`config.mk`:
```
export PLATFORM = sky130hd
export DESIGN_NAME = pli_front
export DESIGN_NICKNAME = d
export VERILOG_FILES = /design/src/sv/pli_pkg.sv /design/src/sv/pli_front.sv
export SDC_FILE = /design/constraint.sdc
export NUM_CORES = 1
export LEC_CHECK = 0
export ABC_CLOCK_PERIOD_IN_PS = 8250
export BUFFER_PORTS_ARGS = -buffer_cell sky130_fd_sc_hd__buf_2
export CORE_MARGIN = 2
export CORE_UTILIZATION = 30
export DETAILED_ROUTE_END_ITERATION = 12
export PLACE_DENSITY = 0.57
export SYNTH_ARGS = -nofsm -noshare
export SYNTH_HDL_FRONTEND = slang
export SYNTH_SLANG_ARGS = --single-unit
export TNS_END_PERCENT = 20
```
`constraint.sdc`:
```
create_clock -name clk -period 8.25 [get_ports clk]
set_clock_uncertainty 0.05 [all_clocks]
set_input_delay 1.2375 -clock clk [delete_from_list [all_inputs] [get_ports clk]]
set_output_delay 1.2375 -clock clk [all_outputs]
set_load 0.01 [all_outputs]
```
`src/sv/pli_pkg.sv`:
```
// ---------------------------------------------------------------------------
// pli_pkg: shared types and constants of the piecewise linear interpolator
// Breakpoint table sizing, datapath widths, request types and status codes.
// ---------------------------------------------------------------------------
`default_nettype none

package pli_pkg;

	// table sizing
	localparam int MAX_POINTS = 64;
	localparam int IDX_W      = $clog2(MAX_POINTS);
	localparam int CNT_W      = $clog2(MAX_POINTS + 1);

	// datapath widths: Q16.16 values, differences, product, remainder, sum
	localparam int XW = 32;
	localparam int DW = XW + 1;
	localparam int PW = 2 * DW;
	localparam int RW = DW + 1;
	localparam int SW = PW + 2;

	// bit-serial unit lengths
	localparam int MUL_STEPS = DW;
	localparam int DIV_STEPS = PW;
	localparam int STEP_W    = $clog2(DIV_STEPS);

	// front queue
	localparam int QUEUE_DEPTH = 2;
	localparam int QPTR_W      = $clog2(QUEUE_DEPTH);
	localparam int QCNT_W      = $clog2(QUEUE_DEPTH + 1);

	// status codes
	localparam logic [2:0] ST_ADDED = 3'd0;
	localparam logic [2:0] ST_DUP   = 3'd1;
	localparam logic [2:0] ST_FULL  = 3'd2;
	localparam logic [2:0] ST_OK    = 3'd3;
	localparam logic [2:0] ST_FEW   = 3'd4;
	localparam logic [2:0] ST_SAT   = 3'd5;

	localparam logic CMD_ADD  = 1'b0;
	localparam logic CMD_EVAL = 1'b1;

	typedef struct packed {
		logic                 command;
		logic signed [XW-1:0] x_value;
		logic signed [XW-1:0] y_value;
	} req_t;

	typedef struct packed {
		logic signed [XW-1:0] result_value;
		logic [2:0]           status;
	} rsp_t;

	typedef enum logic {
		OP_ADD,
		OP_EVAL
	} op_t;

	typedef struct packed {
		op_t                  op;
		logic signed [XW-1:0] x;
		logic signed [XW-1:0] y;
	} job_t;

	typedef enum logic [3:0] {
		S_IDLE,
		S_SCAN,
		S_DECIDE,
		S_RDHI,
		S_RDLO,
		S_PREP,
		S_MUL,
		S_DIV,
		S_FIN,
		S_DONE
	} state_t;

endpackage

`default_nettype wire

```
`src/sv/pli_front.sv`:
```
// ---------------------------------------------------------------------------
// pli_front: request intake and classification
// Decodes each request into a job and holds it in a short queue for the back.
// ---------------------------------------------------------------------------
`default_nettype none

module pli_front (
	input  wire logic          clk,
	input  wire logic          arst_n,
	input  wire logic          req_valid,
	output logic               req_stall,
	input  wire pli_pkg::req_t req,
	output logic               job_valid,
	output pli_pkg::job_t      job,
	input  wire logic          job_pop
);
	import pli_pkg::*;

	job_t              slot_q [QUEUE_DEPTH];
	logic [QPTR_W-1:0] wr_ptr_q;
	logic [QPTR_W-1:0] rd_ptr_q;
	logic [QCNT_W-1:0] count_q;
	logic              push;
	job_t              incoming;

	// classify the request
	always_comb begin
		incoming.op = (req.command == CMD_ADD) ? OP_ADD : OP_EVAL;
		incoming.x  = req.x_value;
		incoming.y  = req.y_value;
	end

	assign req_stall = (count_q == QCNT_W'(QUEUE_DEPTH));
	assign push      = req_valid && !req_stall;
	assign job_valid = (count_q != '0);
	assign job       = slot_q[rd_ptr_q];

	// queue pointers and fill
	always_ff @(posedge clk or negedge arst_n) begin
		if (!arst_n) begin
			wr_ptr_q <= '0;
			rd_ptr_q <= '0;
			count_q  <= '0;
		end else begin
			if (push) begin
				wr_ptr_q <= wr_ptr_q + 1'b1;
			end
			if (job_pop) begin
				rd_ptr_q <= rd_ptr_q + 1'b1;
			end
			if (push && !job_pop) begin
				count_q <= count_q + 1'b1;
			end else if (!push && job_pop) begin
				count_q <= count_q - 1'b1;
			end
		end
	end

	// queue storage
	always_ff @(posedge clk) begin
		if (push) begin
			slot_q[wr_ptr_q] <= incoming;
		end
	end

endmodule

`default_nettype wire

```
After elaboration in Yosys (flattened, before gate mapping)
Memories as Yosys holds them, arrays and structs flattened.
Index checks and enable logic that the tools add are counted.

storage, ports and cells
  bits in registers = 4
  bits in latches = 0
  bits in writable memories = 130
  memory bits (read-only) = 0
  bits of input ports = 69
  output and inout port bits = 67
  logic and storage cells = 22
  memories = 1

memory list
  memory  depth  bits a word  rd ports  clocked after memory_dff  wr ports  RTL line         RTL
  slot_q  2      65           1         0                         1         pli_front.sv:19  job_t slot_q [QUEUE_DEPTH];

operators by class
  add/subtract/negate cells = 4
  $mul = 0
  divide/modulo/power cells = 0
  magnitude comparators = 0
  equality and inequality tests = 1
  shift operators = 0
  mux-type cells = 5
  bitwise logic cells = 0
  reductions and logical operators = 8

operators by type and width
  kind                 count
  $mux 2               2
  $reduce_bool 2->1    2
  $logic_and 1x1->1    3
  $logic_not 1->1      3
  $mux 1               3
  $add 1x1->1 const B  2
  $add 2x1->2 const B  1
  $eq 2x2->1 const B   1
  $sub 2x1->2 const B  1

Longest topological paths before layout
Gate-level depths: netlist of the first run.

  word-level depth = 7
  gate-level depth with buffers = 7
  gate-level depth less buffers = 7

Worst setup path before layout of the first run
Ideal clock, no wire load.

  path kind = input to register
  start point = input req_valid
  end point = memory slot_q[0][0] in the netlist's numbering, enable pin
  library setup time = 0.488 ns
  arrival = 4.044 ns
  data required time = 7.712 ns
  path slack = 3.668 ns
  stages = 2
  buffers on the path = 0
  cell sequence = nand2_1 nor2_1

on the way
  cells in the longest elaborated chain, start to end = 3

ends and longest elaborated chain
  item                          RTL line         RTL
  from (decl)                   pli_front.sv:10  input wire logic req_valid,
  $logic_and 1x1->1             pli_front.sv:34  assign push = req_valid && !req_stall;
  $mux 1                        pli_front.sv:61  if (push) begin
  $mux 1 (implied by the code)  pli_front.sv:62  slot_q[wr_ptr_q] <= incoming;
  to (decl)                     pli_front.sv:19

Every way passes these cells.

==> flow_summary.ini, run 1 <==
[logic_synthesis]
synthDistinctLibCells = 15
ys_warn_count = 0
yosys.area_share.simple = 0.00595
synth_top_area_cell = edfxtp_1
synthXorXnorAreaFrac = 0.00867
muxShareOfSynthArea = 0.175
synth_compound_area_frac = 0
synth_seq_cells = 134
yosysSeqAreaShare = 0.793
synth-adder-area-share = 0.00248
synth_area_leaders = edfxtp_1 77%, mux2_4 12%, mux2_2 5.6%
syn_area_per_cell_um2 = 22.8
synth_top_cell_area_share = 0.773
synth_top_family_by_area = multiplexers
syn-cell-area_mm2 = 0.00505
syn_nets = 291
syn_inst = 221

[timing]
finalSetupViolCount = 0
clock.fmax_ghz = 0.287
tns_ns = 0
max-slew-margin-rel = 0.243
hold_viol_final = 0
grt_setup_unrepaired = false
drv_slew = 0
finalCritPeriodShare = 0.422
finalCriticalPeriod_ns = 3.48
tightest_slew_ns = 1.14

[power]
power_density_mw_per_mm2 = 362
p_total_uw = 2360
ir_worst_vdd_v = 0.000158
p_leak_uw = 0.00254

[global_routing]
grt_max_degree = 67
grt_pass1_vias = 2709
antenna_found_initial = 0
grt_pass1_wl_mm = 14.1
grtUsageTotal = 0.106
grt_overflow = 0

[route]
route.detailed.drc = 0
vias_per_cell = 4.14
vias = 2495
dr.pass1.iters = 4
ant_nets = 0
wire_per_inst_um = 14.8
drt_wl_total_mm = 8.92
drt_iter0_drc = 130

[worst_setup_path]
path_cells = mux2_2 -> buf_2
cp.required_ns = 6.96
critPathMaxFanout = 66
worst_path_max_delay_cell = dfrtp_4
critPathKind = reg -> out
cp-end-kind = primary output
cp_data_arrival_time_ns = 2.20
crit_path_start_kind = register
critPathMaxStageDelay_ns = 1.14

[floorplan]
chipHeight_um = 134
fp-row-count = 47
initial_core_util = 0.306
fp.dieW_um = 134
coreArea_mm2 = 0.0165
ios = 136
die_area_mm2 = 0.0179

[placement]
routabilityCongestion = 0.615
dp.cells = 570
port_buffers = 135
hpwl_mm = 5.45

[cts]
cts_tree = yes
holdBufCountCts = 0
clkTransAtPathRegs_ns = 0.05
clockRootBuffer = clkbuf_16
post-cts-setup-buffer-count = 0
insertion_delay_ns = 0.41
cts_buffers = 17
cts_buffer_depth = 2
cts.sinks = 134
htreeDepth = 4
cts_resized = 0

[cells_and_area]
layout.nets = 439
final_util = 0.394
stdcell_count = 602
drive_gt1_frac = 0.610
final_common_cell = buf_2
area_growth_pct = 28.8
num_antenna_cells = 0
final_cell_mix = 135 x buf_2, 130 x edfxtp_1, 40 x mux2_4, 25 x mux2_2, 17 x clkbuf_16

[status]
outcome = finished clean

[flow_run]
drv_cap = 0

[hold_path]
worst_hold_path_type = reg -> reg
-- where the power goes --
| group | switching, uW | total [uW] | internal, uW |
|---|---|---|---|
| Sequential | 117 | 1050 | 934 |
| Combinational | 275 | 614 | 338 |
| Clock | 266 | 694 | 428 |
| Total | 659 | 2360 | 1700 |
-- stage by stage --
stage | hold slack [ns] | instance area, um^2 | setup WS, ns
after floorplan | 0.406 | 5050 | 3.67
after global placement | 0.423 | 5960 | 5.02
after detailed placement | 0.430 | 5960 | 4.98
after CTS | 0.443 | 6510 | 4.69
after global routing | 0.461 | 6510 | 4.65
final | 0.447 | 6510 | 4.77
-- layer usage --
layer,up-vias,share of wire,global-route usage
li1,1166,-,-
met1,1229,0.43,0.126
met3,10,0.062,0.0365
met2,90,0.49,0.170
met4,0,0.018,0.0550
met5,-,0,0
-- sequential cells by signal, indices dropped and copies added (netlist names) --
| signal | count |
|---|---|
| count_q | 2 |
| rd_ptr_q | 1 |
| slot_q | 130 |
| wr_ptr_q | 1 |
-- logic make-up after synthesis --
family | Yosys count
flip-flops | 134
multiplexers | 65
buffers and inverters | 10
AND/OR/NAND/NOR | 6
XOR/XNOR | 5
adder cells (fa/ha/maj) | 1
-- cell usage after synthesis --
| cell type | n |
|---|---|
| edfxtp_1 | 130 |
| nand2_1 | 1 |
| dfrtp_1 | 4 |
| ha_1 | 1 |
| xnor2_1 | 2 |
| or2_2 | 1 |
| buf_6 | 5 |
| and3_1 | 1 |
| xor2_1 | 3 |
| inv_1 | 3 |
| mux2_2 | 25 |
| nor2_1 | 2 |
| buf_2 | 2 |
| nand2b_1 | 1 |
| mux2_4 | 40 |
-- critical path, delay by kind of cell (launching register included) --
family	cells	cell delay (ns)
buffers and inverters	1	0.14
DFF	1	1.14
muxes	1	0.43
-- layout make-up --
type,instances,area [um^2]
clock buffer,23,468
timing repair buffer,136,683
clock inverter,9,80.1
multi-input combinational,77,981
inverter,3,11.3
fill,1535,10000
tap,220,275
sequential,134,4010
-- worst paths after layout --
check	startpoint	slack, ns	depth (start not counted)	end
max	rd_ptr_q	4.77	2	job[53]
min	count_q[1]	0.45	1	count_q[1]
max reg2reg	count_q[0]	5.82	4	slot_q[0][27]
min reg2reg	count_q[1]	0.45	1	count_q[1]
max in group asynchronous	arst_n	7.43	1	rd_ptr_q
min in group asynchronous	arst_n	0.57	1	count_q[0]
(Power assumes the default switching activity.)
==> run 2, diff against run 1 <==
--- a/config.mk
+++ b/config.mk
@@ -5,7 +5,7 @@
 export SDC_FILE = /design/constraint.sdc
 export NUM_CORES = 1
 export LEC_CHECK = 0
-export ABC_CLOCK_PERIOD_IN_PS = 8250
+export ABC_CLOCK_PERIOD_IN_PS = 3540
 export BUFFER_PORTS_ARGS = -buffer_cell sky130_fd_sc_hd__buf_2
 export CORE_MARGIN = 2
 export CORE_UTILIZATION = 30
==> constraint.sdc (replaced) <==
create_clock -name clk -period 3.54 [get_ports clk]
set_clock_uncertainty 0.05 [all_clocks]
set_input_delay 0.531 -clock clk [delete_from_list [all_inputs] [get_ports clk]]
set_output_delay 0.531 -clock clk [all_outputs]
set_load 0.01 [all_outputs]
==> run 2 against run 1 <==
Net effect:
- die area unchanged
- worst setup slack got worse by 3.9 ns
- power increased by 140%
- first-iteration DRC count increased by 19%
- critical path type unchanged
- critical endpoint is now job[62]
==> flow_summary.ini, run 2 (synthesis gave the netlist of run 1 again) <==
[route]
drt_iter0_drc = 155
met3WireLength_um = 606
route.detailed.drc = 0
vias_per_cell = 4.15
dr.pass1.iters = 4
wl_met1_mm = 3.86
wl_met2_mm = 4.45
ant_nets = 0
vias = 2516
dr.max_layer_used = met4
drt_wl_total_mm = 9.07
wire_per_inst_um = 15.0

[cells_and_area]
final_cell_mix = 135 x buf_2, 130 x edfxtp_1, 40 x mux2_4, 25 x mux2_2, 17 x clkbuf_16
final_util = 0.397
drive_gt1_frac = 0.597
reg.largest.list = slot_q x130, count_q x2
largest_register_ff_count = 130
top_register = slot_q
layout.nets = 442
final_common_cell = buf_2
nFillCells = 1525
area_growth_pct = 29.9

[status]
outcome = finished clean

[floorplan]
initial_core_util = 0.306
die_area_mm2 = 0.0179
fp-row-count = 47
fp.dieW_um = 134
chipHeight_um = 134
coreArea_mm2 = 0.0165
ios = 136

[cts]
post-cts-setup-buffer-count = 0
clkTransAtPathRegs_ns = 0.06
cts_buffer_depth = 2
cts_resized = 0
cts_buffers = 17
htreeDepth = 4
cts.sinks = 134
clockRootBuffer = clkbuf_16
insertion_delay_ns = 0.40
cts_tree = yes

[timing]
hold_viol_final = 0
grt_setup_unrepaired = false
finalCritPeriodShare = 0.747
drv_slew = 0
fin_hold_ws_ns = 0.263
setup_ws_ns = 0.895
clock.fmax_ghz = 0.378
tns_ns = 0
max-slew-margin-rel = 0.377
finalCriticalPeriod_ns = 2.64
finalSetupViolCount = 0
tightest_slew_ns = 0.934

[placement]
port_buffers = 135
hpwl_mm = 5.76
routabilityCongestion = 0.677
post-place-ws_ns = 1.29

[worst_setup_path]
critPathKind = reg -> out
critPathMaxFanout = 37
cpLargestDelayFamily = flip-flops
worst_path_max_delay_cell = dfrtp_4
cp.buffers_inverters = 2
cp.required_ns = 2.96
path_cells = buf_12 -> mux2_2 -> buf_2
crit_path_start_kind = register
critPathMaxStageDelay_ns = 0.79
cp-end-kind = primary output
cp_data_arrival_time_ns = 2.06

[hold_path]
worst_hold_path_type = in -> reg

[power]
clkPwrFrac = 0.299
intPower_uw = 4050
comb_power_share = 0.277
power_density_mw_per_mm2 = 848
pwr-share-seq = 0.424
p_sw_frac = 0.273
switching_power_uw = 1520
p_leak_uw = 0.00256
ir_worst_vdd_v = 0.000355
p_total_uw = 5560

[global_routing]
grt_overflow = 0
grt_max_degree = 66
grt_pass1_wl_mm = 14.4
grt_pass1_vias = 2854
antenna_found_initial = 0
grtUsageTotal = 0.107

[flow_run]
drv_cap = 0
run 2: what timing repair did:
action                                  4_1_cts  5_1_grt
hold endpoints to repair                      4        0
endpoints found under the setup margin        0        0
hold buffers                                  1        0
run 2: path summary, 6_finish.rpt:
| check | depth (start not counted) | to | slack [ns] | from |
|---|---|---|---|---|
| hold reg to reg | 1 | count_q[1] | 0.44 | count_q[1] |
| max in group asynchronous | 2 | rd_ptr_q | 2.88 | arst_n |
| hold / removal | 1 | slot_q[0][46] | 0.26 | req[46] |
| setup / recovery | 3 | job[62] | 0.90 | rd_ptr_q |
| min in group asynchronous | 2 | count_q[1] | 0.42 | arst_n |
| setup reg to reg | 2 | slot_q[1][47] | 1.65 | count_q[0] |
run 2: final cells by class:
class                      instances  area [um^2]  area share
timing repair buffer             139          721       0.110
sequential                       134         4010       0.611
tap                              220          275      0.0420
clock buffer                      28          487      0.0742
antenna                            1         2.50    0.000382
multi-input combinational         77          981       0.150
clock inverter                     4         72.6      0.0111
inverter                           3         11.3     0.00172
run 2: layer usage:
| metal | up-vias | track usage |
|---|---|---|
| met5 | - | 0 |
| met4 | 0 | 0.0520 |
| met3 | 11 | 0.0449 |
| met2 | 89 | 0.171 |
| met1 | 1242 | 0.126 |
| li1 | 1174 | - |
run 2: power groups by stage:
| stage | clock (uW) | combinational [uW] | sequential, uW |
|---|---|---|---|
| 2_1_floorplan | 0 | 1140 | 2290 |
| 3_3_place_gp | 0 | 1560 | 2390 |
| 3_5_place_dp | 0 | 1590 | 2400 |
| 4_1_cts | 1710 | 1590 | 2370 |
| 5_1_grt | 1780 | 1680 | 2410 |
| 6_report | 1670 | 1540 | 2360 |
run 2: stage by stage:
stage	instances	area, um^2
after floorplan	221	5050
after global placement	572	5990
after detailed placement	572	5990
after CTS	605	6560
after global routing	605	6560
final	606	6560
run 2: worst register-to-register path, delay by kind of cell, from the launching register on:
kind / cells / cell delay, ns
simple gates: 2 / 1.00
flops: 1 / 0.41
==> run 3, diff against run 2 <==
--- a/config.mk
+++ b/config.mk
@@ -5,12 +5,13 @@
 export SDC_FILE = /design/constraint.sdc
 export NUM_CORES = 1
 export LEC_CHECK = 0
-export ABC_CLOCK_PERIOD_IN_PS = 3540
+export ABC_AREA = 1
+export ABC_CLOCK_PERIOD_IN_PS = 2200
 export BUFFER_PORTS_ARGS = -buffer_cell sky130_fd_sc_hd__buf_2
 export CORE_MARGIN = 2
 export CORE_UTILIZATION = 30
 export DETAILED_ROUTE_END_ITERATION = 12
-export PLACE_DENSITY = 0.57
+export PLACE_DENSITY = 0.58
 export SYNTH_ARGS = -nofsm -noshare
 export SYNTH_HDL_FRONTEND = slang
 export SYNTH_SLANG_ARGS = --single-unit
==> constraint.sdc (replaced) <==
create_clock -name clk -period 2.2 [get_ports clk]
set_clock_uncertainty 0.05 [all_clocks]
set_input_delay 0.33 -clock clk [delete_from_list [all_inputs] [get_ports clk]]
set_output_delay 0.33 -clock clk [all_outputs]
set_load 0.01 [all_outputs]
==> run 3 against run 2 <==
Net effect:
- clock power rose by 67%
- critical path depth did not move
- non-clock buffer count rose by 9
- die area rose by 0.39%
- clock-buffer cell count fell by 11
- cell count rose by 3.0%
- first-iteration DRC count fell by 30%
- critical endpoint is now job[53]
- largest power group unchanged
==> flow_summary.ini, run 3 <==
[status]
outcome = finished clean

[placement]
routabilityCongestion = 0.668
port_buffers = 135
hpwl_mm = 6.09
post-place-ws_ns = 0.497

[logic_synthesis]
ys_warn_count = 0
synth_common_cells = 130 x edfxtp_1, 40 x mux2_4, 25 x mux2_2
synthXorXnorAreaFrac = 0.00346
synth_most_common_cell = edfxtp_1
synth_area_leaders = edfxtp_1 77%, mux2_4 12%, mux2_2 5.6%
syn_area_per_cell_um2 = 21.9
synth-edff-count = 130
synthDistinctLibCells = 15
synth_top_family_by_area = multiplexers
synthFlopType = edfxtp_1
synth-adder-area-share = 0.00247
synth_seq_cells = 134
synth_top_cell_area_share = 0.770
syn_nets = 301
synthArstFlopShare = 0.0299
syn-cell-area_mm2 = 0.00507
muxShareOfSynthArea = 0.174
yosysSeqAreaShare = 0.790
syn_inst = 231
yosys.area_share.simple = 0.0104
synth_top_area_cell = edfxtp_1
synth_compound_area_frac = 0.000987

[flow_run]
drv_cap = 0

[cells_and_area]
final_cell_mix = 135 x buf_2, 130 x edfxtp_1, 40 x mux2_4, 25 x mux2_2, 17 x clkbuf_16
seqCellArea_mm2 = 0.00401
nFillCells = 1530
largest_register_ff_count = 130
reg.largest.list = slot_q x130, count_q x2
top_register = slot_q
drive_gt1_frac = 0.599
final_common_cell = buf_2
multiInputGateArea_um2 = 977
num_antenna_cells = 0
layout.nets = 461
final_util = 0.406
area_growth_pct = 32.5

[global_routing]
grt_pass1_vias = 2808
grt_pass1_wl_mm = 14.5
grt_overflow = 0
antenna_found_initial = 0
grt_max_degree = 48
grtUsageTotal = 0.110

[hold_path]
worst_hold_path_type = in -> reg

[timing]
finalCritPeriodShare = 0.944
max-slew-margin-rel = 0.699
finalSetupViolCount = 0
drv_slew = 0
tightest_slew_ns = 0.447
setup_ws_ns = 0.123
grt_setup_unrepaired = false
clock.fmax_ghz = 0.481
hold_viol_final = 0
finalCriticalPeriod_ns = 2.08

[route]
dr.pass1.iters = 4
ant_nets = 0
drt_iter0_drc = 108
wl_met1_mm = 3.71
wl_met2_mm = 4.84
met3WireLength_um = 678
drt_wl_total_mm = 9.36
dr.max_layer_used = met4
wire_per_inst_um = 15.0
vias_per_cell = 4.19
route.detailed.drc = 0
vias = 2612

[cts]
insertion_delay_ns = 0.41
cts_buffer_depth = 2
cts_tree = yes
clkTransAtPathRegs_ns = 0.06
clockRootBuffer = clkbuf_16
cts_resized = 0
htreeDepth = 4
cts.sinks = 134
cts_buffers = 17

[floorplan]
die_area_mm2 = 0.0180
coreArea_mm2 = 0.0165
initial_core_util = 0.307
fp-row-count = 47
fp.dieW_um = 134
chipHeight_um = 134
ios = 136

[worst_setup_path]
critPathMaxFanout = 18
cp.required_ns = 1.82
rrSetupSlack_ns = 0.60
r2r_start = count_q[1]
crit_path_start_kind = register
crit_path_start = rd_ptr_q
worstReg2RegEnd = slot_q[0][31]
critPathKind = reg -> out
cp_data_arrival_time_ns = 1.70
cp-end-kind = primary output
endpoint = job[53]
rr_worst_depth = 6

[power]
ir_worst_vdd_v = 0.000605
p_leak_uw = 0.00266
power_density_mw_per_mm2 = 1370
[run 3: what timing repair did]
action	4_1_cts	5_1_grt
buffers inserted	0	5
endpoints found under the hold margin	4	0
hold buffers	1	0
setup endpoints to repair	0	1
[run 3: cell type report]
type | count | share of cell area
flip-flops and latches | 134 | 0.597
well taps | 220 | 0.0410
repair buffers | 148 | 0.125
clock buffers | 17 | 0.0634
inverters | 8 | 0.00447
multi-input cells | 82 | 0.146
clock inverters | 15 | 0.0240
[run 3: worst min path at each step]
stage	from	end	slack, ns	depth (start not counted)
6_report	req[52]	slot_q[1][52]	0.06	1
2_1_floorplan	arst_n	count_q[0]	-0.02	0
3_3_place_gp	arst_n	rd_ptr_q	0.09	1
3_5_place_dp	arst_n	rd_ptr_q	0.09	1
5_1_grt	req[52]	slot_q[1][52]	0.02	1
4_1_cts	req[40]	slot_q[0][40]	0.03	1
[run 3: metal layers]
layer,vias up,global-route usage
li1,1224,-
met4,0,0.0514
met2,97,0.183
met5,-,0
met1,1281,0.120
met3,10,0.0488
[run 3: cells by family (layout without fill, tap and decap cells)]
family	after synthesis	after routing
AOI/OAI and AO/OA	1	1
xor gates and xnor gates	2	2
adders and majority gates	1	1
buffers and inverters	15	188
DFF	134	134
muxes	65	65
and+or+nand+nor	13	13
[run 3: report_power, final]
part	internal, uW	leakage (uW)	switching [uW]	total (uW)
Sequential	3490	0.00126	194	3680
Clock	1760	0.000273	1030	2790
Combinational	1430	0.00113	1340	2770
Total	6670	0.00266	2560	9230
[run 3: critical path: stages (launching register included)]
cell and delay [ns]:
dfrtp_4 0.57, buf_12 0.22, mux2_2 0.35, buf_2 0.14
[run 3: through the flow]
step / std cells / instance area, um^2 / total power [uW] / setup TNS [ns] / hold WS [ns]
after floorplan: 231 / 5080 / 5500 / -17.61 / -0.0156
after global placement: 586 / 6080 / 6440 / 0 / 0.0905
after detailed placement: 586 / 6080 / 6510 / 0 / 0.0924
after CTS: 619 / 6680 / 9350 / 0 / 0.0290
after global routing: 624 / 6720 / 9700 / 0 / 0.0248
final: 624 / 6720 / 9230 / 0 / 0.0573
